### config.mk
export PLATFORM = sky130hd
export DESIGN_NAME = pbmig_cfg
export DESIGN_NICKNAME = d
export VERILOG_FILES = /design/src/rtl/prn_bpsk_and_multitone_iq_generator_unit_defines.svh /design/src/rtl/pbmig_pkg.sv /design/src/rtl/pbmig_cfg.sv
export SDC_FILE = /design/constraint.sdc
export NUM_CORES = 1
export LEC_CHECK = 0
export BUFFER_PORTS_ARGS = -buffer_cell sky130_fd_sc_hd__buf_4
export CAP_MARGIN = 15
export CORE_MARGIN = 3
export CORE_UTILIZATION = 45
export CTS_CLUSTER_SIZE = 40
export DETAILED_ROUTE_END_ITERATION = 16
export PLACE_DENSITY = 0.76
export RECOVER_POWER = 25
export REMOVE_ABC_BUFFERS = 1
export SLEW_MARGIN = 20
export SYNTH_ARGS = -nofsm -noshare
export SYNTH_HDL_FRONTEND = slang
export SYNTH_SLANG_ARGS = --single-unit
### constraint.sdc
create_clock -name clk -period 4.57 [get_ports clk]
set_input_delay 0.6855 -clock clk [delete_from_list [all_inputs] [get_ports clk]]
set_output_delay 0.6855 -clock clk [all_outputs]
set_load 0.01 [all_outputs]
### src/rtl/prn_bpsk_and_multitone_iq_generator_unit_defines.svh
// Assertion macros for the generator's RTL files.
// Depends on nothing; included by the files that carry concurrent checks.
`ifndef PRN_BPSK_AND_MULTITONE_IQ_GENERATOR_UNIT_DEFINES_SVH
`define PRN_BPSK_AND_MULTITONE_IQ_GENERATOR_UNIT_DEFINES_SVH

// The consequent must hold in the same cycle as the antecedent.
`define PBMIG_ASSERT_SAME(label, clk, rst_n, ante, cons) \
	label: assert property (@(posedge clk) disable iff (!rst_n) (ante) |-> (cons)) \
		else $error("pbmig check failed in the same cycle");

// The consequent must hold in the cycle after the antecedent.
`define PBMIG_ASSERT_NEXT(label, clk, rst_n, ante, cons) \
	label: assert property (@(posedge clk) disable iff (!rst_n) (ante) |=> (cons)) \
		else $error("pbmig check failed in the following cycle");

`endif

### src/rtl/pbmig_pkg.sv
// Package of the PRN BPSK and multi-tone I/Q generator: widths, register map,
// controller/datapath link types and the sine table arithmetic. No dependencies.
package pbmig_pkg;

	localparam int unsigned CHANNELS_DEF   = 4;
	localparam int unsigned TABLE_BITS_DEF = 10;
	localparam int unsigned STEP_REGS      = 4;
	localparam int unsigned PADDR_W        = 6;
	localparam int unsigned PDATA_W        = 64;
	localparam int unsigned PHASE_W        = 32;
	localparam int unsigned OFFSET_W       = 16;
	localparam int unsigned MASK_W         = 4;
	localparam int unsigned AMP_W          = 15;
	localparam int unsigned SAMPLE_W       = 17;
	localparam int unsigned ACC_W          = 20;
	localparam int unsigned LFSR_W         = 16;
	localparam int unsigned REG_IDX_W      = 3;

	localparam logic [LFSR_W-1:0] LFSR_SEED = 16'hACE1;
	localparam logic [63:0] ONE_Q30     = 64'd1 << 30;
	localparam logic [63:0] HALF_PI_Q30 = 64'd1686629713;
	localparam logic signed [ACC_W-1:0] SAT_HI = 20'sd32768;
	localparam logic signed [ACC_W-1:0] SAT_LO = -20'sd32768;

	typedef logic [PHASE_W-1:0] phase_t;

	typedef enum logic [REG_IDX_W-1:0] {
		REG_CARRIER_STEP = 3'd0,
		REG_VISIBLE_MASK = 3'd1,
		REG_DOPPLER_0    = 3'd2,
		REG_DOPPLER_1    = 3'd3,
		REG_DOPPLER_2    = 3'd4,
		REG_DOPPLER_3    = 3'd5,
		REG_OFFSET_WORDS = 3'd6
	} reg_idx_t;

	typedef struct packed {
		logic start;
		logic issue;
		logic finish;
	} dp_cmd_t;

	typedef struct packed {
		logic last_ch;
		logic out_free;
	} dp_status_t;

	// Rounded quarter-wave sine magnitude in Q14, evaluated at elaboration.
	function automatic logic [AMP_W-1:0] quarter_sine(input int unsigned m,
		input int unsigned tb);
		logic [63:0] x;
		logic [63:0] a;
		logic [63:0] a2;
		logic [63:0] t;
		logic [63:0] s;
		x  = 64'(m) << (30 - tb);
		a  = (x * HALF_PI_Q30) >> 30;
		a2 = (a * a) >> 30;
		t  = ONE_Q30 - a2 / 64'd110;
		t  = ONE_Q30 - ((a2 * t) >> 30) / 64'd72;
		t  = ONE_Q30 - ((a2 * t) >> 30) / 64'd42;
		t  = ONE_Q30 - ((a2 * t) >> 30) / 64'd20;
		t  = ONE_Q30 - ((a2 * t) >> 30) / 64'd6;
		s  = (a * t) >> 30;
		s  = (s + 64'd32768) >> 16;
		if (s > 64'd16384) begin
			s = 64'd16384;
		end
		return s[AMP_W-1:0];
	endfunction

	// Halves a composite sum, rounding half up, and saturates to Q3.14.
	function automatic logic [SAMPLE_W-1:0] halve_sat(input logic signed [ACC_W-1:0] acc);
		logic signed [ACC_W-1:0] sum;
		logic signed [ACC_W-1:0] h;
		sum = acc + $signed(ACC_W'(1));
		h   = sum >>> 1;
		if (h > SAT_HI) begin
			h = SAT_HI;
		end
		if (h < SAT_LO) begin
			h = SAT_LO;
		end
		return h[SAMPLE_W-1:0];
	endfunction

endpackage

### src/rtl/pbmig_cfg.sv
// APB-style configuration register bank of the generator.
// Depends on pbmig_pkg for the register map and widths.
module pbmig_cfg
	import pbmig_pkg::*;
(
	input  logic               clk,
	input  logic               arst_n,
	input  logic               psel,
	input  logic               penable,
	input  logic               pwrite,
	input  logic [PADDR_W-1:0] paddr,
	input  logic [PDATA_W-1:0] pwdata,
	output logic [PDATA_W-1:0] prdata,
	output logic               pready,
	output phase_t             carrier_step,
	output logic [MASK_W-1:0]  visible_mask,
	output phase_t             doppler_step [STEP_REGS],
	output logic [PDATA_W-1:0] offset_words
);

	phase_t             carrier_step_q;
	logic [MASK_W-1:0]  visible_mask_q;
	phase_t             doppler_step_q [STEP_REGS];
	logic [PDATA_W-1:0] offset_words_q;
	reg_idx_t           idx;
	logic               wr_en;

	assign idx    = reg_idx_t'(paddr[PADDR_W-1 -: REG_IDX_W]);
	assign wr_en  = psel && penable && pwrite;
	assign pready = 1'b1;

	always_ff @(posedge clk or negedge arst_n) begin
		if (!arst_n) begin
			carrier_step_q <= '0;
			visible_mask_q <= '0;
			offset_words_q <= '0;
			for (int i = 0; i < STEP_REGS; i++) begin
				doppler_step_q[i] <= '0;
			end
		end else if (wr_en) begin
			case (idx)
				REG_CARRIER_STEP: carrier_step_q    <= pwdata[PHASE_W-1:0];
				REG_VISIBLE_MASK: visible_mask_q    <= pwdata[MASK_W-1:0];
				REG_DOPPLER_0:    doppler_step_q[0] <= pwdata[PHASE_W-1:0];
				REG_DOPPLER_1:    doppler_step_q[1] <= pwdata[PHASE_W-1:0];
				REG_DOPPLER_2:    doppler_step_q[2] <= pwdata[PHASE_W-1:0];
				REG_DOPPLER_3:    doppler_step_q[3] <= pwdata[PHASE_W-1:0];
				REG_OFFSET_WORDS: offset_words_q    <= pwdata;
				default: begin
				end
			endcase
		end
	end

	always_comb begin
		case (idx)
			REG_CARRIER_STEP: prdata = PDATA_W'(carrier_step_q);
			REG_VISIBLE_MASK: prdata = PDATA_W'(visible_mask_q);
			REG_DOPPLER_0:    prdata = PDATA_W'(doppler_step_q[0]);
			REG_DOPPLER_1:    prdata = PDATA_W'(doppler_step_q[1]);
			REG_DOPPLER_2:    prdata = PDATA_W'(doppler_step_q[2]);
			REG_DOPPLER_3:    prdata = PDATA_W'(doppler_step_q[3]);
			REG_OFFSET_WORDS: prdata = offset_words_q;
			default:          prdata = '0;
		endcase
	end

	assign carrier_step = carrier_step_q;
	assign visible_mask = visible_mask_q;
	assign doppler_step = doppler_step_q;
	assign offset_words = offset_words_q;

endmodule

Word level (Yosys, flattened, before mapping)
Index checks and enable logic that the tools add are counted.
- equal/unequal tests: 6
- reductions and logical operators: 10
- muxes and demuxes: 1
- operator list (kind ; count):
    $pmux 64 s7 ; 1
    $reduce_and 2->1 ; 7
    $eq 3x3->1 const B ; 3
    $eq 3x2->1 const B ; 2
    $eq 3x1->1 const B ; 1
    $logic_not 3->1 ; 1
    $logic_and 1x1->1 ; 2
- register bits: 228
- output and inout port bits: 293
- input bits: 75

Logic depth before layout (Yosys ltp)
- word-level depth: 3
- depth in mapped cells: 6
- mapped depth without buffers: 3

Least setup slack after synthesis
Ideal clock, no wire load.
- path type: input port to output port
- start point: input paddr[5]
- end point: output prdata[14]
- data required time: 3885 ps
- data arrival time: 1911 ps
- stages: 6
- path slack: 1974 ps
- cells stage by stage: buf_2 clkbuf_1 nor2_1 buf_2 a22oi_1 o21ai_0
- longest elaborated chain between the ends: 2
- RTL lines (element ; line ; source):
    start: declaration ; pbmig_cfg.sv:11 ; input logic [PADDR_W-1:0] paddr,
    $eq 3x3->1, or another cell as far along ; pbmig_cfg.sv:56 ; case (idx)
    $pmux 64 s7 * ; pbmig_cfg.sv:56 ;
    end: declaration ; pbmig_cfg.sv:13 ; output logic [PDATA_W-1:0] prdata,
Mark *: on every way between the ends. The rest lies on a longest branch, timed or not.

Worst setup path after layout
- start point: input paddr[3]
- end point: output prdata[8]
The elaborated chain is that of the path after synthesis.

==> flow_summary.yaml <==
routing:
  drc: 0
  vias_per_cell: 5.572
  dr.first_iter.drc_count: 335
  drt_first_pass_iters: 4
  wire_per_inst_um: 22.72
  detail-route-antenna-nets: 0
  vias: 7807
  wl_um: 31840
timing:
  hold_slack_ps: 408.5
  max_freq_mhz: 291.7
  skew_ps: 0
  setup_tns_ps: 0
  worstMarginPinSlew_ps: 2681
  worst_slack_ps: 1141
  rsz0062_at_grt: "false"
  relSlewSlack_pct: -78.72
  finalHoldViolCount: 0
  period_needed_ps: 3429
  setup_viol_count_final: 0
  min_period_over_period_pct: 75.02
  slew_viol_final: 105
yosys:
  synth_cell_types: 39
  yosysWarnings: 0
  synth_cells: 745
  synthTopCellsByCount: "228 x dfrtp_1, 222 x mux2_2, 33 x and2_1"
  synth_area_mm2: 0.01046
  yosysTopAreaCell: "dfrtp_1"
  synth_top_area_share_pct: 54.57
  async_flop_share_pct: 100.0
  syn_area_per_cell_um2: 14.04
  ys_ff_latch: 228
  synth_ff_type: "dfrtp_1"
  synth-edff-count: 0
  yosysSeqAreaShare_pct: 54.57
  synthTopCellsByArea: "dfrtp_1 55%, mux2_2 24%, mux2_4 4.3%, mux2i_1 2.3%, and2_1 2.0%"
  yosysMostFrequentCell: "dfrtp_1"
setup_path:
  path_max_fanout: 44
  crit_slowest_cell: "buf_4"
  worst-setup-path-type: "input port to output port"
  reg2reg_to: "carrier_step[5]"
  cpMostUsedCell: "buf_4"
  crit_chain: "buf_4, buf_4, mux2_2, a222oi_1, o21ai_0, buf_4"
  reg2reg_depth: 1
  reg2reg_from: "carrier_step[5]"
  arrival_ps: 2740
  required_ps: 3880
  cp-start-kind: "input port"
  r2r_slack_ps: 3750
  cp-end-kind: "output port"
  cp_slowest_stage_delay_ps: 480
cells_and_area:
  fin_area_mm2: 0.01428
  fillers: 1794
  regArea_mm2: 0.005705
  stdcell_count: 1401
  drive_gt1_share_pct: 61.38
  utilization_pct: 62.89
  antenna_cells_inserted: 0
  area.growth.synth_to_final_pct: 36.59
  nets: 1175
  multi_input_area_mm2: 0.004449
cts:
  path_clk_slew_ps: 60
  cts_buffers: 25
  postCtsHoldBufs: 0
  clk_path_buf_depth: 3
  clk_latency_ps: 500
  htree_levels: 1
  root_buffer: "clkbuf_16"
  postCtsSetupRepairBufs: 0
  tritoncts_num_sinks: 228
  cts-resized-gates: 0
  cts_tree: "done"
min_path:
  hold_start: "pwdata[55]"
  min_to: "offset_words[55]"
  min_path_cells: 2
  holdCritPathClass: "input port to flip-flop"
floorplan:
  core_mm2: 0.02271
  row_count: 55
  floorplan.die.width_um: 158.4
  die_h_um: 158.4
  start_util_pct: 46.04
  ioPinCount: 368
  die-area_mm2: 0.02510
pwr:
  ir_drop_mv: 0.3528
  switching_power_mw: 1.899
  p_clk_share_pct: 30.9
  p_leak_nw: 7.086
  swShare_pct: 28.97
  p_per_area_mw_per_mm2: 459.0
  seq_power_share_pct: 41.9
  power.internal_mw: 4.657
  comb_power_share_pct: 27.2
  finalPower_mw: 6.556
placement:
  dp_hpwl_um: 21890
  place_area_mm2: 0.01347
  place_inst: 1358
  pre_cts_ws_ps: 1186
  io_buffers: 363
  gp_congestion: 0.8175
global_route:
  grt_pass1_vias: 7893
  grt_max_degree: 106
  antenna_found_initial: 0
  grt_first_pass_wirelength_um: 46910
  grt_usage_pct: 24.05
  grt_overflow: 0
outcome:
  violations: "max-capacitance violations, max-slew violations"
  status: "finished with violations"
job:
  drv_cap: 1
## cell families after synthesis
logic type             synth area share, %
muxes                                30.62
DFF                                  54.57
AOI/OAI and AO/OA                    6.737
and+or+nand+nor                      4.787
buffers and inverters                3.255
other                              0.03586
## state kept, by name, indices dropped and copies added (netlist names)
name / count
carrier_step: 32
offset_words: 64
visible_mask: 4
doppler_step: 128
## worst max-delay path by stage
stage | end | from | cells past startpoint
after floorplan | offset_words[0] | paddr[3] | 3
after global placement | prdata[29] | paddr[3] | 6
after detailed placement | prdata[29] | paddr[3] | 6
after CTS | prdata[29] | paddr[3] | 6
after global routing | prdata[8] | paddr[3] | 6
final | prdata[8] | paddr[3] | 6
## final cells by class
type	count	area share, %
clock buffer	34	5.107
clock inverter	9	0.6833
inverter	9	0.2365
multi-input combinational	453	31.15
sequential	228	39.95
tap	285	2.497
timing repair buffer	383	20.38
## power groups by stage
| stage | registers (mW) | clock network [mW] | logic [mW] |
|---|---|---|---|
| global placement | 2.75 | 0 | 1.78 |
| floorplan | 2.89 | 0 | 0.596 |
| detailed placement | 2.77 | 0 | 1.80 |
| finish | 2.74 | 2.03 | 1.78 |
| global route | 2.80 | 2.16 | 1.92 |
| CTS | 2.74 | 2.07 | 1.81 |
## layout by cell type (no fill, tap or decap), drive strengths merged, types with 3 or more instances in the layout
cell type  Yosys  final
a211oi         3      3
a21boi         3      3
a21oi         10     10
a221o         13     13
a221oi        12     12
a222oi         7      7
a22oi         15     15
and2          33     33
buf           34    382
clkbuf        21     35
clkinv         0      6
dfrtp        228    228
inv            9      9
mux2         253    253
mux2i         24     24
nand2          8      8
nand3          7      7
nand3b        10     10
nor2           9      9
nor2b          3      3
o21ai         20     20
o32ai          7      7
## critical path: cells and delay by family
family / cells / cell delay (ps)
multiplexers: 1 / 370
buffers and inverters: 3 / 1110
AO/OA/AOI/OAI: 2 / 550
## routing by layer
layer | up-vias | global-route usage (%) | share of wire [%]
li1 | 3447 | - | -
met1 | 3986 | 31.34 | 40
met2 | 330 | 40.74 | 50
met3 | 44 | 6.388 | 8.7
met4 | 0 | 5.080 | 2.0
met5 | - | 0 | 0
Power figures use the tool's default switching activity.
