[src/rtl/prn_bpsk_and_multitone_iq_generator_unit_defines.svh]
// Assertion macros for the generator's RTL files.
// Depends on nothing; included by the files that carry concurrent checks.
`ifndef PRN_BPSK_AND_MULTITONE_IQ_GENERATOR_UNIT_DEFINES_SVH
`define PRN_BPSK_AND_MULTITONE_IQ_GENERATOR_UNIT_DEFINES_SVH

// The consequent must hold in the same cycle as the antecedent.
`define PBMIG_ASSERT_SAME(label, clk, rst_n, ante, cons) \
	label: assert property (@(posedge clk) disable iff (!rst_n) (ante) |-> (cons)) \
		else $error("pbmig check failed in the same cycle");

// The consequent must hold in the cycle after the antecedent.
`define PBMIG_ASSERT_NEXT(label, clk, rst_n, ante, cons) \
	label: assert property (@(posedge clk) disable iff (!rst_n) (ante) |=> (cons)) \
		else $error("pbmig check failed in the following cycle");

`endif

[src/rtl/pbmig_pkg.sv]
// Package of the PRN BPSK and multi-tone I/Q generator: widths, register map,
// controller/datapath link types and the sine table arithmetic. No dependencies.
package pbmig_pkg;

	localparam int unsigned CHANNELS_DEF   = 4;
	localparam int unsigned TABLE_BITS_DEF = 10;
	localparam int unsigned STEP_REGS      = 4;
	localparam int unsigned PADDR_W        = 6;
	localparam int unsigned PDATA_W        = 64;
	localparam int unsigned PHASE_W        = 32;
	localparam int unsigned OFFSET_W       = 16;
	localparam int unsigned MASK_W         = 4;
	localparam int unsigned AMP_W          = 15;
	localparam int unsigned SAMPLE_W       = 17;
	localparam int unsigned ACC_W          = 20;
	localparam int unsigned LFSR_W         = 16;
	localparam int unsigned REG_IDX_W      = 3;

	localparam logic [LFSR_W-1:0] LFSR_SEED = 16'hACE1;
	localparam logic [63:0] ONE_Q30     = 64'd1 << 30;
	localparam logic [63:0] HALF_PI_Q30 = 64'd1686629713;
	localparam logic signed [ACC_W-1:0] SAT_HI = 20'sd32768;
	localparam logic signed [ACC_W-1:0] SAT_LO = -20'sd32768;

	typedef logic [PHASE_W-1:0] phase_t;

	typedef enum logic [REG_IDX_W-1:0] {
		REG_CARRIER_STEP = 3'd0,
		REG_VISIBLE_MASK = 3'd1,
		REG_DOPPLER_0    = 3'd2,
		REG_DOPPLER_1    = 3'd3,
		REG_DOPPLER_2    = 3'd4,
		REG_DOPPLER_3    = 3'd5,
		REG_OFFSET_WORDS = 3'd6
	} reg_idx_t;

	typedef struct packed {
		logic start;
		logic issue;
		logic finish;
	} dp_cmd_t;

	typedef struct packed {
		logic last_ch;
		logic out_free;
	} dp_status_t;

	// Rounded quarter-wave sine magnitude in Q14, evaluated at elaboration.
	function automatic logic [AMP_W-1:0] quarter_sine(input int unsigned m,
		input int unsigned tb);
		logic [63:0] x;
		logic [63:0] a;
		logic [63:0] a2;
		logic [63:0] t;
		logic [63:0] s;
		x  = 64'(m) << (30 - tb);
		a  = (x * HALF_PI_Q30) >> 30;
		a2 = (a * a) >> 30;
		t  = ONE_Q30 - a2 / 64'd110;
		t  = ONE_Q30 - ((a2 * t) >> 30) / 64'd72;
		t  = ONE_Q30 - ((a2 * t) >> 30) / 64'd42;
		t  = ONE_Q30 - ((a2 * t) >> 30) / 64'd20;
		t  = ONE_Q30 - ((a2 * t) >> 30) / 64'd6;
		s  = (a * t) >> 30;
		s  = (s + 64'd32768) >> 16;
		if (s > 64'd16384) begin
			s = 64'd16384;
		end
		return s[AMP_W-1:0];
	endfunction

	// Halves a composite sum, rounding half up, and saturates to Q3.14.
	function automatic logic [SAMPLE_W-1:0] halve_sat(input logic signed [ACC_W-1:0] acc);
		logic signed [ACC_W-1:0] sum;
		logic signed [ACC_W-1:0] h;
		sum = acc + $signed(ACC_W'(1));
		h   = sum >>> 1;
		if (h > SAT_HI) begin
			h = SAT_HI;
		end
		if (h < SAT_LO) begin
			h = SAT_LO;
		end
		return h[SAMPLE_W-1:0];
	endfunction

endpackage

[src/rtl/pbmig_ctrl.sv]
// Sequencing state machine: accepts a tick, walks the channels, settles, finishes.
// Depends on pbmig_pkg and the assertion macro header.
`include "prn_bpsk_and_multitone_iq_generator_unit_defines.svh"
module pbmig_ctrl
	import pbmig_pkg::*;
(
	input  logic       clk,
	input  logic       arst_n,
	input  logic       in_valid,
	output logic       in_ready,
	input  dp_status_t status,
	output dp_cmd_t    cmd
);

	typedef enum logic [3:0] {
		ST_IDLE   = 4'b0001,
		ST_ISSUE  = 4'b0010,
		ST_SETTLE = 4'b0100,
		ST_FINISH = 4'b1000
	} state_t;

	state_t state_q;
	state_t state_nxt;

	assign in_ready   = (state_q == ST_IDLE);
	assign cmd.start  = in_valid && in_ready;
	assign cmd.issue  = (state_q == ST_ISSUE);
	assign cmd.finish = (state_q == ST_FINISH) && status.out_free;

	always_comb begin
		state_nxt = state_q;
		case (state_q)
			ST_IDLE: begin
				if (in_valid) begin
					state_nxt = ST_ISSUE;
				end
			end
			ST_ISSUE: begin
				if (status.last_ch) begin
					state_nxt = ST_SETTLE;
				end
			end
			ST_SETTLE: begin
				state_nxt = ST_FINISH;
			end
			ST_FINISH: begin
				if (status.out_free) begin
					state_nxt = ST_IDLE;
				end
			end
			default: begin
				state_nxt = ST_IDLE;
			end
		endcase
	end

	always_ff @(posedge clk or negedge arst_n) begin
		if (!arst_n) begin
			state_q <= ST_IDLE;
		end else begin
			state_q <= state_nxt;
		end
	end

	`PBMIG_ASSERT_NEXT(a_start_issues, clk, arst_n, cmd.start, state_q == ST_ISSUE)
	`PBMIG_ASSERT_NEXT(a_last_ch_settles, clk, arst_n, cmd.issue && status.last_ch, state_q == ST_SETTLE)
	`PBMIG_ASSERT_NEXT(a_finish_waits, clk, arst_n, (state_q == ST_FINISH) && !status.out_free, state_q == ST_FINISH)
	`PBMIG_ASSERT_SAME(a_idle_quiet, clk, arst_n, in_ready, !cmd.issue && !cmd.finish)

endmodule

[config.mk]
export PLATFORM = sky130hd
export DESIGN_NAME = pbmig_ctrl
export DESIGN_NICKNAME = d
export VERILOG_FILES = /design/src/rtl/pbmig_pkg.sv /design/src/rtl/pbmig_ctrl.sv
export VERILOG_INCLUDE_DIRS = /design/src /design/src/rtl
export SDC_FILE = /design/constraint.sdc
export NUM_CORES = 1
export LEC_CHECK = 0
export BUFFER_PORTS_ARGS = -buffer_cell sky130_fd_sc_hd__buf_2
export CAP_MARGIN = 10
export CELL_PAD_IN_SITES_DETAIL_PLACEMENT = 0
export CELL_PAD_IN_SITES_GLOBAL_PLACEMENT = 2
export CORE_AREA = 2 2 39 41
export CTS_CLUSTER_SIZE = 20
export DETAILED_ROUTE_END_ITERATION = 16
export DIE_AREA = 0 0 41 43
export PLACE_DENSITY_LB_ADDON = 0.1
export SETUP_SLACK_MARGIN = 0.1
export SLEW_MARGIN = 20
export SYNTH_ARGS = -nofsm -noshare
export SYNTH_HDL_FRONTEND = slang
export SYNTH_SLANG_ARGS = --single-unit
[constraint.sdc]
create_clock -name clk -period 1.5 [get_ports clk]
set_clock_uncertainty 0.05 [all_clocks]
set_input_delay 0.3 -clock clk [delete_from_list [all_inputs] [get_ports clk]]
set_output_delay 0.3 -clock clk [all_outputs]
set_load 0.005 [all_outputs]
Word-level counts from Yosys, hierarchy flattened. Cells that the tools add are included. Widths: inputs -> output; s select.

Register bits: 4. Input bits: 5. Output and inout bits: 4. Word-level logic and storage cells: 15.

Eq/ne operators: 7. Muxes and demuxes: 4. Reductions and logical operators: 3.

Operators by type and width (count): $pmux 4 s4 (1); $mux 4 (3); $ne 2x2->1 const B (3); $eq 4x1->1 const B (1); $eq 4x2->1 const B (1); $eq 4x3->1 const B (1); $eq 4x4->1 const B (1); $reduce_and 3->1 (1); $logic_and 1x1->1 (2).

Longest topological paths before layout.
Word-level depth: 3. Gate-level depth with buffers: 3. Depth with buffers taken out: 3.

Worst setup path after synthesis. No wires, ideal clock.

Kind: register to output. Start: register state_q[0]. End: output port cmd[2] in the netlist's numbering. Arrival time: 0.813 ns. Data required time: 1.150 ns. Slack: 0.337 ns. Stages on the path, launching flop included: 3. Path buffers: 0. Path through: dfstp_2 -> nand2_1 -> nor4_2.

RTL lines: from (decl) (RTL line pbmig_ctrl.sv:22) `state_t state_q;`; from (signal assigned) (RTL line pbmig_ctrl.sv:61) `state_q <= state_nxt;`; to (decl) (RTL line pbmig_ctrl.sv:12) `output dp_cmd_t cmd`.

==> qor.txt <==
SYNTH
--------------------------------------------------------------------------------------
Gate count of the mapped netlist                                                    18
Leading register cell type out of synthesis                               sky130_fd_sc_hd__dfrtp_1
Sequential cell area fraction in the yosys report                                0.485
Number of enable flip-flop cells after synthesis                                     0
Most instantiated library cell after synthesis                            sky130_fd_sc_hd__dfrtp_1
Top cell types by occurrence after synthesis                              3 x sky130_fd_sc_hd__dfrtp_1, 2 x sky130_fd_sc_hd__nor3_2
Cell accounting for the most synthesized area                             sky130_fd_sc_hd__dfrtp_1
Number of distinct standard cells referenced by the synthesized netlist             15
Number of storage elements in the synthesis netlist                                  4
Avg Inst Size Synth                                                         11.6 sq um
Area share of the largest cell type after synthesis                              0.359
Number of synthesis warnings                                                         0
Post-Syn Area                                                                209 sq um
Synth top area cells                                                      sky130_fd_sc_hd__dfrtp_1 36%, sky130_fd_sc_hd__dfstp_2 13%, sky130_fd_sc_hd__nor3_2 9.6%
Syn Nets                                                                            23
Asr flop ratio synth                                                              1.00

GLOBAL ROUTING
--------------------------------------------------------------------------------------
Grt met3 use                                                                    0.0366
Pin count of the biggest net entering global routing                                 8
Number of antenna violations at the first check in global routing                    0
Via count of the first global-routing pass                                         222
Met2 Resource Use GR                                                             0.119
Grt met1 use                                                                     0.106
First-pass GRT wire length                                                     1000 um
Global-route layer with the greatest usage                                        met2
Remaining global-route overflow                                                      0
Total GRT Usage                                                                 0.0905

FLOORPLANNING
--------------------------------------------------------------------------------------
Total I/O pin count                                                                  9
Initial Utilization                                                              0.151
Placeable core region                                                     0.00138 sq mm
Die Span X                                                                       41 um
Die span in y                                                                    43 um
Area enclosed by the die boundary                                         0.00176 sq mm
Number of standard-cell rows in the floorplan                                       14

CRITICAL PATH
--------------------------------------------------------------------------------------
Crit path capture type                                                    primary output
WP data arrival                                                                1.23 ns
Worst setup SP type                                                               flop
Worst EP required                                                              1.15 ns
Highest net fanout along the worst path                                              4
Worst setup path category                                                      reg2out

STA
--------------------------------------------------------------------------------------
Max-slew violations                                                                  0
RSZ-0062 raised after global routing                                               yes
Clock period minus final worst setup slack                                     1.58 ns
Final Setup Violations                                                               1
Crit path setup slack, layout                                               -0.0822 ns
Worst slew margin                                                                0.816
Least-Margin Pin Slew                                                         0.275 ns
Post-route fraction of the period consumed by the critical path                   1.05
Total negative setup slack                                                  -0.0822 ns
Highest clock frequency the design can meet                                  0.632 GHz
Final count of hold timing violations                                                0

FINISH
--------------------------------------------------------------------------------------
Post-route core utilization                                                      0.241
Biggest regs                                                              state_q: 4 flops
Post-route cell area                                                         334 sq um
Area delta synth->final                                                          59.9%
Largest register by flop count                                                 state_q
Number of flip-flops under the largest register name                                 4
Diode insertion count for antenna repair                                             0
NumNets Final                                                                       38
Fraction of final layout cells with drive strength greater than 1                0.688
Count of fill cells added during filler insertion                                  155

CLOCK NETWORK
--------------------------------------------------------------------------------------
CTS root buf                                                              sky130_fd_sc_hd__clkbuf_4
Insertion delay to the later sink of the worst-skew pair                       0.24 ns
H-tree Lvls                                                                          1
# clock sinks                                                                        4
Number of buffers on the longest clock path                                          2
Number of clock buffers inserted by TritonCTS                                        3
Clk slew on worst S/H paths                                                    0.04 ns
TritonCTS clock tree                                                             built

ROUTING
--------------------------------------------------------------------------------------
Via count                                                                          196
Starting DRT DRC Count                                                               7
Final Routed Wirelength                                                         577 um
Detailed-route DRC error count                                                       0
First-pass detailed-route iteration total                                            2
Average detailed-routed wire length per instance                               12.0 um
Via/cell ratio                                                                    4.08
Final ANT Viol Nets                                                                  0

STATUS
--------------------------------------------------------------------------------------
Failing checks                                                            setup timing
Outcome                                                                   finished with violations

POWER
--------------------------------------------------------------------------------------
Sw frac                                                                          0.333
Power density relative to cell area                                       1630 mW/mm^2
Part of the power in registers                                                   0.383
Internal power consumption                                                    0.363 mW
Total power draw                                                              0.543 mW
Reported net switching power                                                  0.181 mW
Clock power frac                                                                 0.276
Combinational group share of total power                                         0.340
Peak VDD IR                                                                 0.000374 V
Static leakage power                                                          0.153 nW

WORST HOLD PATH
--------------------------------------------------------------------------------------
Path type of the worst min-delay path                                           in2reg

PLACE
--------------------------------------------------------------------------------------
Placed standard-cell area                                                    269 sq um
Routability cong.                                                                0.591
IO buf count                                                                         8
DPL Wire Length                                                                 405 um

RUN
--------------------------------------------------------------------------------------
Max-cap check violation count                                                        0

-- routing by layer --
layer	up-vias	wire length, um
li1	97	-
met1	91	247
met2	8	287
met3	0	42
met4	0	0
met5	-	0
-- cell usage in the layout, fill, tap and decap left out, drive strengths merged --
cell / n
nor4: 1
dfrtp: 3
o22a: 1
nor2: 1
nand2: 1
and2: 1
clkbuf: 4
nor3: 3
buf: 9
o21a: 1
nor2b: 1
nor3b: 1
and4b: 1
nor4b: 1
nand2b: 1
dlygate4sd3: 1
dfstp: 1
-- final cells by class --
type / count / area [sq um] / share of cell area
Sequential cell: 4 / 105 / 0.315
Tap cell: 16 / 20.0 / 0.0599
Timing Repair Buffer: 10 / 57.6 / 0.172
Multi-Input combinational cell: 14 / 125 / 0.375
Clock buffer: 4 / 26.3 / 0.0787
-- what timing repair did --
action | CTS | global route
hold buffers | 1 | 0
pin swaps | 1 | 1
setup buffers | 1 | 0
cloned | 0 | 0
endpoints found under the setup margin | 4 | 4
hold endpoints to repair | 4 | 0
resized for setup | 5 | 1
-- worst max-delay path, stage by stage (launching register included) --
cell and delay (ns):
sky130_fd_sc_hd__dfstp_2 0.55, sky130_fd_sc_hd__nand2_2 0.08, sky130_fd_sc_hd__nor4_4 0.20, sky130_fd_sc_hd__buf_2 0.17
-- metrics by stage --
stage	hold slack, ns	std cells	setup WS, ns
floorplan	-0.0456	18	0.337
global placement	0.0571	42	0.111
detailed placement	0.0631	42	0.112
CTS	0.251	48	-0.0780
global route	0.280	48	-0.126
finish	0.263	48	-0.0822
-- power groups by stage --
stage	Sequential, mW	Combinational [mW]	Clock, mW
2_1_floorplan	0.178	0.101	0
3_3_place_gp	0.196	0.154	0
3_5_place_dp	0.193	0.153	0
4_1_cts	0.206	0.187	0.159
5_1_grt	0.214	0.207	0.160
6_report	0.208	0.185	0.150
-- final timing paths --
check | end | cells after the start | slack (ns) | startpoint
worst max-delay path | cmd[2] | 3 | -0.08 | state_q[0]
worst max register to register | state_q[2] | 4 | 0.30 | state_q[0]
max in group asynchronous | state_q[0] | 2 | 0.83 | arst_n
worst min register to register | state_q[1] | 1 | 0.51 | state_q[3]
worst min-delay path | state_q[2] | 2 | 0.26 | status[1]
min in group asynchronous | state_q[1] | 2 | 0.36 | arst_n
-- logic make-up after synthesis --
family           synth area share
flip-flops                  0.485
AND/OR/NAND/NOR             0.431
AO/OA/AOI/OAI              0.0838
No activity file was read; power rests on OpenSTA's default activity.
